==> src/sv/idsc_pkg.sv <==
// ----------------------------------------------------------------------------
// idsc_pkg: shared types and constants for the include directive scanner
// Result codes, character constants, queue sizing and the result record.
// ----------------------------------------------------------------------------
package idsc_pkg;

    // Result kinds
    localparam logic [1:0] KIND_BYTE  = 2'd0;
    localparam logic [1:0] KIND_DONE  = 2'd1;
    localparam logic [1:0] KIND_ABORT = 2'd2;

    // Characters of interest
    localparam logic [7:0] CH_HASH    = 8'h23;
    localparam logic [7:0] CH_SLASH   = 8'h2F;
    localparam logic [7:0] CH_STAR    = 8'h2A;
    localparam logic [7:0] CH_QUOTE   = 8'h22;
    localparam logic [7:0] CH_NEWLINE = 8'h0A;

    localparam logic [2:0] KEYWORD_LEN = 3'd7;

    // Result queue sizing
    localparam int QUEUE_DEPTH = 8;
    localparam int PTR_W       = $clog2(QUEUE_DEPTH);
    localparam int QCOUNT_W    = $clog2(QUEUE_DEPTH + 1);
    // Input is held off above this fill level: one item in the input
    // register and one being accepted may each push two results.
    localparam int STALL_LEVEL = QUEUE_DEPTH - 4;

    typedef struct packed {
        logic [1:0] kind;
        logic [7:0] data;
    } idsc_result_t;

    typedef struct packed {
        logic [1:0]   num;
        idsc_result_t first;
        idsc_result_t second;
    } idsc_push_t;

    // Letters of "include" by position
    function automatic logic [7:0] keyword_char(input logic [2:0] pos);
        logic [7:0] c;
        case (pos)
            3'd0:    c = 8'h69; // i
            3'd1:    c = 8'h6E; // n
            3'd2:    c = 8'h63; // c
            3'd3:    c = 8'h6C; // l
            3'd4:    c = 8'h75; // u
            3'd5:    c = 8'h64; // d
            3'd6:    c = 8'h65; // e
            default: c = 8'h00;
        endcase
        return c;
    endfunction

    function automatic logic is_blank(input logic [7:0] b);
        return (b == 8'h20) || (b == 8'h09) || (b == 8'h0A) ||
               (b == 8'h0B) || (b == 8'h0C) || (b == 8'h0D);
    endfunction

endpackage

==> src/sv/include_directive_scanner.sv <==
// ----------------------------------------------------------------------------
// include_directive_scanner: finds #include "name" directives in a byte stream
// Input register, parser state machine and a small result queue.
// ----------------------------------------------------------------------------
// The scanner takes one source byte per clock while in_stall is low, each
// with an end-of-buffer flag, and streams out the bytes of every #include
// "name" it finds, then a completion result at the closing quote or an abort
// result at a newline or the end of the buffer. Line and block comments
// outside directives are skipped. An accepted byte is parsed while it sits
// in the input register, and its results enter the queue at the next clock
// edge. A result is shown on the output when it reaches the queue head, and
// it is taken there when out_stall is low. The parser state register
// advances on every accepted byte. Each byte gives at most two results and
// the output hands over one per clock while out_stall is low, so a byte
// ending a buffer inside a name momentarily gives more results than the
// output can pass on; an eight-entry result queue absorbs that, and the
// input stalls only while more than four results wait in it.
// ----------------------------------------------------------------------------
module include_directive_scanner
    import idsc_pkg::*;
(
    input  logic       clk,
    input  logic       rst_n,
    // input channel
    input  logic       in_valid,
    output logic       in_stall,
    input  logic [7:0] data_byte,
    input  logic       end_of_buffer,
    // result channel
    output logic       out_valid,
    input  logic       out_stall,
    output logic [1:0] result_kind,
    output logic [7:0] name_byte
);

    // input register
    logic       item_valid_reg;
    logic [7:0] item_byte_reg;
    logic       item_last_reg;

    logic                in_take;
    logic                out_take;
    idsc_push_t          push;
    idsc_result_t        head;
    logic [QCOUNT_W-1:0] q_count;

    // Hold the input off once the queue could not absorb the worst case of
    // the item already registered plus the one about to be taken.
    assign in_stall = (q_count > QCOUNT_W'(STALL_LEVEL));
    assign in_take  = in_valid && !in_stall;

    always_ff @(posedge clk or negedge rst_n)
    begin
        if (!rst_n)
            item_valid_reg <= 1'b0;
        else
            item_valid_reg <= in_take;
    end

    // payload captured on every accepted item
    always_ff @(posedge clk)
    begin
        if (in_take)
        begin
            item_byte_reg <= data_byte;
            item_last_reg <= end_of_buffer;
        end
    end

    // parse the registered byte; results go straight into the queue
    idsc_fsm u_fsm (
        .clk        (clk),
        .rst_n      (rst_n),
        .item_valid (item_valid_reg),
        .item_byte  (item_byte_reg),
        .item_last  (item_last_reg),
        .push       (push)
    );

    // the queue head is the output register: it holds while stalled
    assign out_valid = (q_count != '0);
    assign out_take  = out_valid && !out_stall;

    idsc_queue u_queue (
        .clk   (clk),
        .rst_n (rst_n),
        .push  (push),
        .pop   (out_take),
        .head  (head),
        .count (q_count)
    );

    assign result_kind = head.kind;
    assign name_byte   = head.data;

endmodule

==> src/sv/idsc_fsm.sv <==
// ----------------------------------------------------------------------------
// idsc_fsm: directive parser state machine
// Advances the parse state on one registered byte and forms its results.
// ----------------------------------------------------------------------------
module idsc_fsm
    import idsc_pkg::*;
(
    input  logic       clk,
    input  logic       rst_n,
    input  logic       item_valid,
    input  logic [7:0] item_byte,
    input  logic       item_last,
    output idsc_push_t push
);

    typedef enum logic [3:0] {
        PH_IDLE    = 4'd0,
        PH_SLASH   = 4'd1,
        PH_LINE    = 4'd2,
        PH_BLOCK   = 4'd3,
        PH_HASH    = 4'd4,
        PH_KEYWORD = 4'd5,
        PH_AFTERKW = 4'd6,
        PH_NAME    = 4'd7
    } phase_t;

    phase_t     parse_phase_reg,      parse_phase_next;
    logic [2:0] keyword_position_reg, keyword_position_next;
    logic       star_before_reg,      star_before_next;

    phase_t     idle_phase;
    phase_t     step_phase;
    logic [2:0] kw_inc;

    always_comb
    begin
        if (item_byte == CH_HASH)
            idle_phase = PH_HASH;
        else if (item_byte == CH_SLASH)
            idle_phase = PH_SLASH;
        else
            idle_phase = PH_IDLE;
    end

    always_comb
    begin
        step_phase            = parse_phase_reg;
        keyword_position_next = keyword_position_reg;
        star_before_next      = star_before_reg;
        kw_inc                = keyword_position_reg + 3'd1;
        push                  = '0;

        case (parse_phase_reg)
            PH_SLASH:
            begin
                if (item_byte == CH_SLASH)
                    step_phase = PH_LINE;
                else if (item_byte == CH_STAR)
                begin
                    step_phase       = PH_BLOCK;
                    star_before_next = 1'b1;
                end
                else
                    step_phase = idle_phase;
            end
            PH_LINE:
            begin
                if (item_byte == CH_NEWLINE)
                    step_phase = PH_IDLE;
            end
            PH_BLOCK:
            begin
                // a slash right after a star closes, the opener's star included
                if (item_byte == CH_SLASH && star_before_reg)
                begin
                    step_phase       = PH_IDLE;
                    star_before_next = 1'b0;
                end
                else
                    star_before_next = (item_byte == CH_STAR);
            end
            PH_HASH:
            begin
                if (!is_blank(item_byte))
                begin
                    if (item_byte == keyword_char(3'd0))
                    begin
                        step_phase            = PH_KEYWORD;
                        keyword_position_next = 3'd1;
                    end
                    else
                        step_phase = PH_IDLE;
                end
            end
            PH_KEYWORD:
            begin
                if (keyword_position_reg < KEYWORD_LEN &&
                    item_byte == keyword_char(keyword_position_reg))
                begin
                    if (kw_inc == KEYWORD_LEN)
                    begin
                        step_phase            = PH_AFTERKW;
                        keyword_position_next = 3'd0;
                    end
                    else
                        keyword_position_next = kw_inc;
                end
                else
                begin
                    keyword_position_next = 3'd0;
                    step_phase            = idle_phase;
                end
            end
            PH_AFTERKW:
            begin
                if (!is_blank(item_byte))
                    step_phase = (item_byte == CH_QUOTE) ? PH_NAME : PH_IDLE;
            end
            PH_NAME:
            begin
                push.num = 2'd1;
                if (item_byte == CH_NEWLINE)
                begin
                    push.first = '{kind: KIND_ABORT, data: 8'h00};
                    step_phase = PH_IDLE;
                end
                else if (item_byte == CH_QUOTE)
                begin
                    push.first = '{kind: KIND_DONE, data: 8'h00};
                    step_phase = PH_IDLE;
                end
                else
                    push.first = '{kind: KIND_BYTE, data: item_byte};
            end
            default:
                step_phase = idle_phase;
        endcase

        parse_phase_next = step_phase;

        // buffer end: abort an open name, then drop back to reset values
        if (item_last)
        begin
            if (step_phase == PH_NAME)
            begin
                if (push.num == 2'd0)
                    push.first = '{kind: KIND_ABORT, data: 8'h00};
                else
                    push.second = '{kind: KIND_ABORT, data: 8'h00};
                push.num = push.num + 2'd1;
            end
            parse_phase_next      = PH_IDLE;
            keyword_position_next = 3'd0;
            star_before_next      = 1'b0;
        end

        if (!item_valid)
        begin
            push                  = '0;
            parse_phase_next      = parse_phase_reg;
            keyword_position_next = keyword_position_reg;
            star_before_next      = star_before_reg;
        end
    end

    always_ff @(posedge clk or negedge rst_n)
    begin
        if (!rst_n)
        begin
            parse_phase_reg      <= PH_IDLE;
            keyword_position_reg <= 3'd0;
            star_before_reg      <= 1'b0;
        end
        else
        begin
            parse_phase_reg      <= parse_phase_next;
            keyword_position_reg <= keyword_position_next;
            star_before_reg      <= star_before_next;
        end
    end

endmodule

==> src/sv/idsc_queue.sv <==
// ----------------------------------------------------------------------------
// idsc_queue: result queue
// Takes up to two results per cycle and hands out one per cycle on each pop.
// ----------------------------------------------------------------------------
module idsc_queue
    import idsc_pkg::*;
(
    input  logic                clk,
    input  logic                rst_n,
    input  idsc_push_t          push,
    input  logic                pop,
    output idsc_result_t        head,
    output logic [QCOUNT_W-1:0] count
);

    idsc_result_t          entry_reg [QUEUE_DEPTH];
    logic [PTR_W-1:0]      head_reg,  head_next;
    logic [PTR_W-1:0]      tail_reg,  tail_next;
    logic [QCOUNT_W-1:0]   count_reg, count_next;

    always_comb
    begin
        head_next  = pop ? head_reg + PTR_W'(1) : head_reg;
        tail_next  = tail_reg + PTR_W'(push.num);
        count_next = count_reg + QCOUNT_W'(push.num) - QCOUNT_W'(pop);
    end

    // payload storage, no reset
    always_ff @(posedge clk)
    begin
        if (push.num != 2'd0)
            entry_reg[tail_reg] <= push.first;
        if (push.num == 2'd2)
            entry_reg[tail_reg + PTR_W'(1)] <= push.second;
    end

    always_ff @(posedge clk or negedge rst_n)
    begin
        if (!rst_n)
        begin
            head_reg  <= '0;
            tail_reg  <= '0;
            count_reg <= '0;
        end
        else
        begin
            head_reg  <= head_next;
            tail_reg  <= tail_next;
            count_reg <= count_next;
        end
    end

    assign head  = entry_reg[head_reg];
    assign count = count_reg;

endmodule

==> config.mk <==
export PLATFORM = sky130hd
export DESIGN_NAME = include_directive_scanner
export DESIGN_NICKNAME = d
export VERILOG_FILES = /design/src/sv/idsc_pkg.sv /design/src/sv/include_directive_scanner.sv /design/src/sv/idsc_fsm.sv /design/src/sv/idsc_queue.sv
export SDC_FILE = /design/constraint.sdc
export NUM_CORES = 1
export LEC_CHECK = 0
export BUFFER_PORTS_ARGS = -buffer_cell sky130_fd_sc_hd__buf_2
export CAP_MARGIN = 20
export CELL_PAD_IN_SITES_DETAIL_PLACEMENT = 1
export CELL_PAD_IN_SITES_GLOBAL_PLACEMENT = 2
export CORE_AREA = 8 8 134 136
export DETAILED_ROUTE_END_ITERATION = 8
export DIE_AREA = 0 0 142 144
export PLACE_DENSITY = 0.76
export SYNTH_ARGS = -nofsm -noshare
export SYNTH_HDL_FRONTEND = slang
export SYNTH_SLANG_ARGS = --single-unit
==> constraint.sdc <==
create_clock -name clk -period 4 [get_ports clk]
set_input_delay 0.6 -clock clk [delete_from_list [all_inputs] [get_ports clk]]
set_output_delay 0.6 -clock clk [all_outputs]
set_load 0.005 [all_outputs]
==> results of run 1 <==
where the power goes:
| part | internal (mW) | total (mW) | switching, mW |
|---|---|---|---|
| combinational | 0.393 | 0.852 | 0.459 |
| sequential | 1.19 | 1.32 | 0.130 |
| clock | 0.514 | 0.947 | 0.433 |
routing by layer:
metal | up-vias | global-route usage (%) | share of wire, %
li1 | 2130 | - | -
met1 | 2284 | 20.8 | 46
met2 | 56 | 29.2 | 50
met3 | 10 | 3.43 | 2.8
met4 | 0 | 4.86 | 1.1
met5 | - | 0 | 0
per-stage QoR:
stage | setup slack, ns | cells | TNS (ns) | total power [mW]
4_1_cts | 0.0124 | 843 | 0 | 3.12
3_3_place_gp | 0.0630 | 825 | 0 | 2.14
6_report | 0.101 | 848 | 0 | 3.12
3_5_place_dp | -0.0331 | 825 | -0.0514 | 2.17
2_1_floorplan | 0.00175 | 570 | 0 | 1.86
5_1_grt | -0.0452 | 848 | -0.358 | 3.29
cell type report:
cell class                 count  area share [%]
multi-input combinational    407            46.5
sequential                   108            35.9
timing repair buffer          77            7.67
tap                          220            4.08
clock buffer                  10            3.54
clock inverter                 6            1.13
inverter                      20            1.11
worst register-to-register path, delay by kind of cell, from the launching register on:
family,cells,cell delay (ns)
AO/OA/AOI/OAI,2,0.39
adder cells (fa/ha/maj),2,0.50
buffers and inverters,2,0.35
flip-flops,1,0.40
multiplexers,1,0.29
AND/OR/NAND/NOR,8,1.85
cells in the final DEF (no fill, tap or decap), drive strengths merged, types with 5 or more instances in the layout:
cell / count
nor2: 100
buf: 77
dfxtp: 72
mux2i: 64
nand2: 35
inv: 23
mux4: 20
dfrtp: 19
edfxtp: 17
ha: 17
a21oi: 15
nor3: 13
mux2: 11
o21ai: 11
and3: 10
clkbuf: 10
nand3: 9
nor2b: 9
a21boi: 9
o22ai: 8
nand2b: 8
or3: 6
or2: 6
xor2: 5
kinds of logic (layout without fill, tap and decap cells):
| kind of cell | Yosys count | in the layout |
|---|---|---|
| multiplexers | 95 | 95 |
| XOR/XNOR | 8 | 8 |
| flip-flops | 108 | 108 |
| buffers and inverters | 55 | 113 |
| AND/OR/NAND/NOR | 215 | 215 |
| AO/OA/AOI/OAI | 70 | 70 |
| adder cells (fa/ha/maj) | 19 | 19 |
worst paths after layout:
check	from	to	cells after the start
worst min-delay path	rst_n	u_queue.count[2]	1
min in group clk	data_byte[4]	item_byte_reg[4]	1
max in group asynchronous	rst_n	u_queue.head_reg[2]	1
worst min register to register	u_queue.entry_reg[3][8]	u_queue.entry_reg[3][8]	2
worst max-delay path	u_fsm.keyword_position_reg[1]	u_queue.entry_reg[7][1]	15
worst max register to register	u_fsm.keyword_position_reg[1]	u_queue.entry_reg[7][1]	15
repair_timing:
| item | in CTS | in global routing |
|---|---|---|
| gates resized for setup | 2 | 10 |
| pin swaps | 1 | 6 |
| setup buffers | 2 | 5 |
| hold endpoints to repair | 0 | 0 |
| endpoints found under the setup margin | 30 | 65 |
==> tab_implementation.tex, run 1 <==
\begin{tabular}{lr}
\hline
Metric & Value \\
\hline
\multicolumn{2}{l}{\textbf{Worst setup path}} \\
Bufs and invs on worst path & 2 \\
Category of the worst setup path capture point & flip-flop \\
Cell type group with the largest total delay on the critical path & simple AND/OR/NAND/NOR gates \\
Required time worst endpoint & 4.25 ns \\
CP arrival & 4.15 ns \\
Worst Setup Path Type & flip-flop to flip-flop \\
Max FO, Critical Path & 9 \\
Slowest CP cell & sky130\_fd\_sc\_hd\_\_nor2\_2 \\
Cell chain of the critical path & buf\_4 -> ha\_2 -> or4\_4 -> and3\_4 -> o2111ai\_2 -> nor3\_2 -> nor2\_2 -> nor2\_2 -> ha\_1 -> or3b\_4 -> o2111ai\_2 -> buf\_4 -> nor2\_2 -> mux2i\_1 -> nor2\_1 \\
Cell seen most often among critical-path stages & sky130\_fd\_sc\_hd\_\_nor2\_2 \\
Worst reg-to-reg setup slack & between 0.1 and 0.15 ns \\
Slowest stage delay, CP & 0.59 ns \\
Kind of start point of the critical path & flip-flop \\
\multicolumn{2}{l}{\textbf{Floorplanning}} \\
Die area & 20,400 sq um \\
Die boundary width & approximately 140 um \\
Boundary Pins & 25 \\
Standard-cell row count & 47 \\
Vertical die dimension & 144 um \\
Initial Util & a little over a third \\
Core ar. & 16,100 sq um \\
\multicolumn{2}{l}{\textbf{Detailed routing}} \\
Count of nets left with antenna violations after detail routing & 0 \\
Overall via count from detail\_route & $\sim$4,500 \\
Number of design-rule violations left by the first detailed-router iteration & 213 \\
Total routed wirelength & 16,200 um \\
Number of detailed-route iterations in the first pass & 4 \\
Routed len/inst & 19.1 um \\
DRC violations left & 0 \\
Routed vias/inst & roughly 5.3 \\
\multicolumn{2}{l}{\textbf{Placement}} \\
Final RePlAce weighted congestion & 0.922 \\
Dpl cell area & 6340 sq um \\
HPWL reported at the end of detailed placement & 11,900 um \\
Count of buffers inserted at the top-level ports & 24 \\
\multicolumn{2}{l}{\textbf{Run}} \\
MaxCap Viol Count & 0 \\
\multicolumn{2}{l}{\textbf{Clock tree}} \\
Clock root buffer master & sky130\_fd\_sc\_hd\_\_clkbuf\_16 \\
Buffer levels on the longest clock path & 2 \\
Worst-skew pair later-pin latency & $\sim$0.36 ns \\
Hold buffer count at cts & 0 \\
TritonCTS clock tree & yes \\
Number of buffers added by the clock tree synthesis step & 9 \\
Clock-pin slew on the worst setup and hold paths & around 0.08 ns \\
Number of sinks driven by the clock tree & 108 \\
Number of levels in the clock H-tree & 3 \\
\multicolumn{2}{l}{\textbf{STA}} \\
Max-Slew Margin vs Limit & 47.9\% \\
Final Hold Fails & 0 \\
Ratio of final minimum period to clock period & 97.5\% \\
Final Setup Violations & 0 \\
Achievable clock frequency & 0.256 GHz \\
Worst slew pin tran & 0.778 ns \\
Clk\_skew & 0.0111 ns \\
Worst hold margin & 0.190 ns \\
Unrepaired setup endpoints after global routing & yes \\
Pins over their slew limit & 0 \\
Crit path time final & 3.90 ns \\
\multicolumn{2}{l}{\textbf{Pwr}} \\
Maximum vdd ir drop & about 0.00034 V \\
Power density relative to cell area & 461 nW/um\^{}2 \\
Static leakage & 2.65 nW \\
\multicolumn{2}{l}{\textbf{Yosys}} \\
List of most frequent post-synthesis cells & sky130\_fd\_sc\_hd\_\_nor2\_1 (95), sky130\_fd\_sc\_hd\_\_dfxtp\_1 (72), sky130\_fd\_sc\_hd\_\_mux2i\_1 (64), sky130\_fd\_sc\_hd\_\_nand2\_1 (35), sky130\_fd\_sc\_hd\_\_clkbuf\_1 (25) \\
Number of flip-flops and latches in the synthesized netlist & approximately 110 \\
Most instantiated flip-flop cell in the synthesis netlist & sky130\_fd\_sc\_hd\_\_dfxtp\_1 \\
Fraction of registers with async set/reset & 17.6\% \\
Share of synthesized cell area in and, or, nand and nor gates & 18.5\% \\
Main combinational cell family by area after synthesis & multiplexers \\
Adder-cell area share of the yosys netlist & 4.41\% \\
Share of the synthesized netlist area taken by xor and xnor gates & under 10\% \\
Number of standard cells after synthesis & 570 \\
Number of enable flip-flop cells after synthesis & 17 \\
Complex-gate fraction of the synthesized area & approximately 8.4\% \\
Mux cell area share after synthesis & between 20\% and 30\% \\
Cell types with the largest area share after synthesis & sky130\_fd\_sc\_hd\_\_dfxtp\_1 (25\%), sky130\_fd\_sc\_hd\_\_mux2i\_1 (11\%), sky130\_fd\_sc\_hd\_\_edfxtp\_1 (8.9\%) \\
Syn avg cell area & roughly 10 sq um \\
Yosys cell types & 62 \\
Yosys top cell by area & sky130\_fd\_sc\_hd\_\_dfxtp\_1 \\
Net count of the mapped netlist & approximately 600 \\
Yosys top cell area share & between 20\% and 30\% \\
Fraction of the yosys area taken by sequential cells & between 40\% and 50\% \\
Number of warning messages in the yosys log & 0 \\
Most common cell in the netlist & sky130\_fd\_sc\_hd\_\_nor2\_1 \\
Netlist area before placement & around 5700 sq um \\
\multicolumn{2}{l}{\textbf{Global routing}} \\
Overall overflow remaining after global route & 0 \\
Antenna violations before repair & 0 \\
Overall global routing resource usage & 16.9\% \\
First-pass GRT wire length & 26,300 um \\
Pin count of the biggest net entering global routing & 22 \\
Number of global-route vias before repair & $\sim$5,000 \\
\multicolumn{2}{l}{\textbf{Layout}} \\
Final instance area & 6750 sq um \\
Multi-input gate area in the final layout & 3140 sq um \\
Final Util & a little over two fifths \\
Synthesis-to-layout area growth & 18.0\% \\
Diode count & 0 \\
Share of post-route cells with drive strength above 1 & 24.8\% \\
Number of filler cells placed in the layout & 1,802 \\
Largest register FFs & 80 \\
Footprint of the flip-flops and latches & 2430 sq um \\
Final layout net count & 655 \\
\multicolumn{2}{l}{\textbf{Min path}} \\
Class of the tightest hold or removal check & input port to asynchronous set/reset pin \\
\multicolumn{2}{l}{\textbf{Outcome}} \\
Outcome & finished clean \\
\hline
\end{tabular}
Note: power is estimated with default switching activity, not from simulation.
==> run 2: changes to the inputs <==
--- a/config.mk
+++ b/config.mk
@@ -5,14 +5,15 @@
 export SDC_FILE = /design/constraint.sdc
 export NUM_CORES = 1
 export LEC_CHECK = 0
+export ABC_AREA = 1
 export BUFFER_PORTS_ARGS = -buffer_cell sky130_fd_sc_hd__buf_2
 export CAP_MARGIN = 20
 export CELL_PAD_IN_SITES_DETAIL_PLACEMENT = 1
 export CELL_PAD_IN_SITES_GLOBAL_PLACEMENT = 2
-export CORE_AREA = 8 8 134 136
+export CORE_AREA = 8 8 141 143
 export DETAILED_ROUTE_END_ITERATION = 8
-export DIE_AREA = 0 0 142 144
-export PLACE_DENSITY = 0.76
+export DIE_AREA = 0 0 149 151
+export PLACE_DENSITY = 0.75
 export SYNTH_ARGS = -nofsm -noshare
 export SYNTH_HDL_FRONTEND = slang
 export SYNTH_SLANG_ARGS = --single-unit
==> tab_implementation.tex, run 2 <==
\begin{tabular}{lr}
\hline
Metric & Value \\
\hline
\multicolumn{2}{l}{\textbf{Floorplanning}} \\
Vertical die dimension & 151 um \\
Die boundary width & 149 um \\
Core ar. & 17,700 sq um \\
Boundary Pins & 25 \\
Initial Util & about a third \\
Standard-cell row count & roughly 50 \\
Die area & 22,500 sq um \\
\multicolumn{2}{l}{\textbf{Clock tree}} \\
Worst-skew pair later-pin latency & 0.36 ns \\
Clock-pin slew on the worst setup and hold paths & 0.08 ns \\
Buffer levels on the longest clock path & 2 \\
Hold buffer count at cts & 0 \\
\# Post-CTS Setup Buffers & 0 \\
Clock root buffer master & sky130\_fd\_sc\_hd\_\_clkbuf\_16 \\
Number of sinks driven by the clock tree & 108 \\
Number of levels in the clock H-tree & 3 \\
Post-cts repair resize count & 0 \\
TritonCTS clock tree & yes \\
Number of buffers added by the clock tree synthesis step & 9 \\
\multicolumn{2}{l}{\textbf{STA}} \\
Pins over their slew limit & 0 \\
Setup TNS & 0 ns \\
Final Setup Violations & 0 \\
Crit path setup slack, layout & 0.994 ns \\
Crit path time final & 3.01 ns \\
Achievable clock frequency & 0.333 GHz \\
Ratio of final minimum period to clock period & 75.2\% \\
Unrepaired setup endpoints after global routing & no \\
Worst slew pin tran & 0.994 ns \\
Clk\_skew & 0.0132 ns \\
Max-Slew Margin vs Limit & 33.5\% \\
Final Hold Fails & 0 \\
\multicolumn{2}{l}{\textbf{Layout}} \\
Count of placed standard cells in the final layout, fillers left out & around 990 \\
Multi-input gate area in the final layout & 2750 sq um \\
Synthesis-to-layout area growth & 9.68\% \\
Largest register FFs & 80 \\
Most frequent cells in the layout & sky130\_fd\_sc\_hd\_\_o21ai\_0 (117), sky130\_fd\_sc\_hd\_\_nor2\_1 (104), sky130\_fd\_sc\_hd\_\_nand2\_1 (96) \\
Footprint of the flip-flops and latches & around 2400 sq um \\
Number of filler cells placed in the layout & 2,183 \\
Share of post-route cells with drive strength above 1 & 12.2\% \\
Final layout net count & 787 \\
Leading cell type in the layout, fill and taps excluded & sky130\_fd\_sc\_hd\_\_o21ai\_0 \\
Diode count & 0 \\
\multicolumn{2}{l}{\textbf{Yosys}} \\
Most instantiated flip-flop cell in the synthesis netlist & sky130\_fd\_sc\_hd\_\_dfxtp\_1 \\
Yosys top cell area share & 25.3\% \\
Yosys cell types & 45 \\
Most common cell in the netlist & sky130\_fd\_sc\_hd\_\_o21ai\_0 \\
Number of enable flip-flop cells after synthesis & 17 \\
Syn avg cell area & 7.67 sq um \\
Yosys top cell by area & sky130\_fd\_sc\_hd\_\_dfxtp\_1 \\
Number of standard cells after synthesis & 744 \\
Fraction of registers with async set/reset & 17.6\% \\
Number of flip-flops and latches in the synthesized netlist & 108 \\
Fraction of the yosys area taken by sequential cells & 42.6\% \\
Cell types with the largest area share after synthesis & sky130\_fd\_sc\_hd\_\_dfxtp\_1 (25\%), sky130\_fd\_sc\_hd\_\_o21ai\_0 (10\%), sky130\_fd\_sc\_hd\_\_edfxtp\_1 (9.0\%) \\
Number of warning messages in the yosys log & 0 \\
Net count of the mapped netlist & 776 \\
List of most frequent post-synthesis cells & sky130\_fd\_sc\_hd\_\_o21ai\_0 (117), sky130\_fd\_sc\_hd\_\_nor2\_1 (104), sky130\_fd\_sc\_hd\_\_nand2\_1 (96), sky130\_fd\_sc\_hd\_\_a21oi\_1 (77), sky130\_fd\_sc\_hd\_\_dfxtp\_1 (72) \\
Netlist area before placement & 5700 sq um \\
\multicolumn{2}{l}{\textbf{Detailed routing}} \\
Count of nets left with antenna violations after detail routing & 0 \\
Total routed wirelength & 18,300 um \\
Overall via count from detail\_route & between 5,000 and 6,000 \\
Number of detailed-route iterations in the first pass & 5 \\
Number of design-rule violations left by the first detailed-router iteration & 360 \\
DRC violations left & 0 \\
Routed vias/inst & 5.19 \\
Routed len/inst & around 18 um \\
\multicolumn{2}{l}{\textbf{Worst setup path}} \\
Worst reg-to-reg setup slack & 1.05 ns \\
Cell count of the worst reg-to-reg path & 15 \\
Slowest CP cell & sky130\_fd\_sc\_hd\_\_inv\_1 \\
Worst flop-to-flop path startpoint & item\_byte\_reg[3] \\
Required time worst endpoint & 3.40 ns \\
Terminus of the critical flop-to-flop path & u\_queue.entry\_reg[7][9] \\
Cell type group with the largest total delay on the critical path & buffers and inverters \\
Cell seen most often among critical-path stages & sky130\_fd\_sc\_hd\_\_nor2\_1 \\
Category of the worst setup path capture point & primary output \\
Worst Setup Path Type & flip-flop to primary output \\
Max FO, Critical Path & 21 \\
Cell chain of the critical path & inv\_1 -> buf\_4 -> nor2\_1 -> o22ai\_1 -> nor2\_1 -> a31oi\_1 -> buf\_2 \\
Kind of start point of the critical path & flip-flop \\
Bufs and invs on worst path & 3 \\
Slowest stage delay, CP & 0.53 ns \\
CP arrival & 2.41 ns \\
\multicolumn{2}{l}{\textbf{Placement}} \\
Count of buffers inserted at the top-level ports & 24 \\
Placed Cells & just under 1,000 \\
Minimum setup slack after placement & 1.04 ns \\
HPWL reported at the end of detailed placement & 13,500 um \\
Final RePlAce weighted congestion & 0.841 \\
\multicolumn{2}{l}{\textbf{Global routing}} \\
Overall global routing resource usage & 17.0\% \\
Overall overflow remaining after global route & 0 \\
Antenna violations before repair & 0 \\
Number of global-route vias before repair & approximately 5,300 \\
First-pass GRT wire length & about 30,000 um \\
Pin count of the biggest net entering global routing & 42 \\
\multicolumn{2}{l}{\textbf{Pwr}} \\
Power density relative to cell area & about 560 nW/um\^{}2 \\
Pwr Total & between 3 and 4 mW \\
Static leakage & between 2 and 3 nW \\
Maximum vdd ir drop & 0.000295 V \\
\multicolumn{2}{l}{\textbf{Min path}} \\
Class of the tightest hold or removal check & input port to asynchronous set/reset pin \\
\multicolumn{2}{l}{\textbf{Run}} \\
MaxCap Viol Count & 0 \\
\multicolumn{2}{l}{\textbf{Outcome}} \\
Outcome & finished clean \\
\hline
\end{tabular}
-- run 2: power breakdown --
part	total, mW	leakage (nW)	switching [mW]	internal, mW
combinational	1.29	1.77	0.878	0.412
clock	0.938	0.143	0.447	0.492
sequential	1.27	0.976	0.0830	1.19
-- run 2: cell families after synthesis --
group | share of synthesized area, %
buf+inv | 9.21
flops | 42.6
compound gates | 22.2
xor+xnor | 1.08
simple gates | 20.5
fa+ha+maj | 4.43
-- run 2: stage by stage --
step                util [%]  hold slack (ns)  area [sq um]
floorplan                  -            0.304          5700
global placement        33.7            0.446          5960
detailed placement      33.7            0.450          5960
CTS                     35.4            0.182          6250
global route            35.4            0.196          6250
finish                  35.4            0.168          6250
-- run 2: worst reg2reg max path: cells and delay by family, from the launching register on --
family	cells	cell delay (ns)
compound gates	1	0.27
flops	1	0.43
simple gates	12	1.55
buf+inv	1	0.10
fa+ha+maj	1	0.31
-- run 2: worst max path at each step --
stage	to	from	slack, ns	cells past startpoint
3_3_place_gp	u_queue.entry_reg[7][9]	item_byte_reg[1]	1.11	15
5_1_grt	u_queue.entry_reg[2][9]	item_byte_reg[3]	0.76	15
2_1_floorplan	u_queue.tail_reg[2]	item_byte_reg[1]	1.37	14
3_5_place_dp	u_queue.entry_reg[7][9]	item_byte_reg[3]	1.04	15
6_report	name_byte[3]	u_queue.head_reg[0]	0.99	7
4_1_cts	name_byte[0]	u_queue.head_reg[0]	0.97	7
-- run 2: final cells by class --
class	count	area share (%)
Multi-Input combinational cell	520	44.0
Tap cell	229	4.58
Clock buffer	9	3.60
Clock inverter	7	1.18
Sequential cell	108	38.8
Inverter	87	5.34
Timing Repair Buffer	29	2.52
-- run 2: metal layers --
| metal | GRT usage [%] | vias to the layer above | routed length, um | share of wire, % |
|---|---|---|---|---|
| met4 | 5.00 | 0 | 336 | 1.8 |
| li1 | - | 2492 | - | - |
| met2 | 27.2 | 90 | 8300 | 45 |
| met1 | 22.9 | 2533 | 9020 | 49 |
| met3 | 3.02 | 22 | 639 | 3.5 |
| met5 | 0 | - | 0 | 0 |
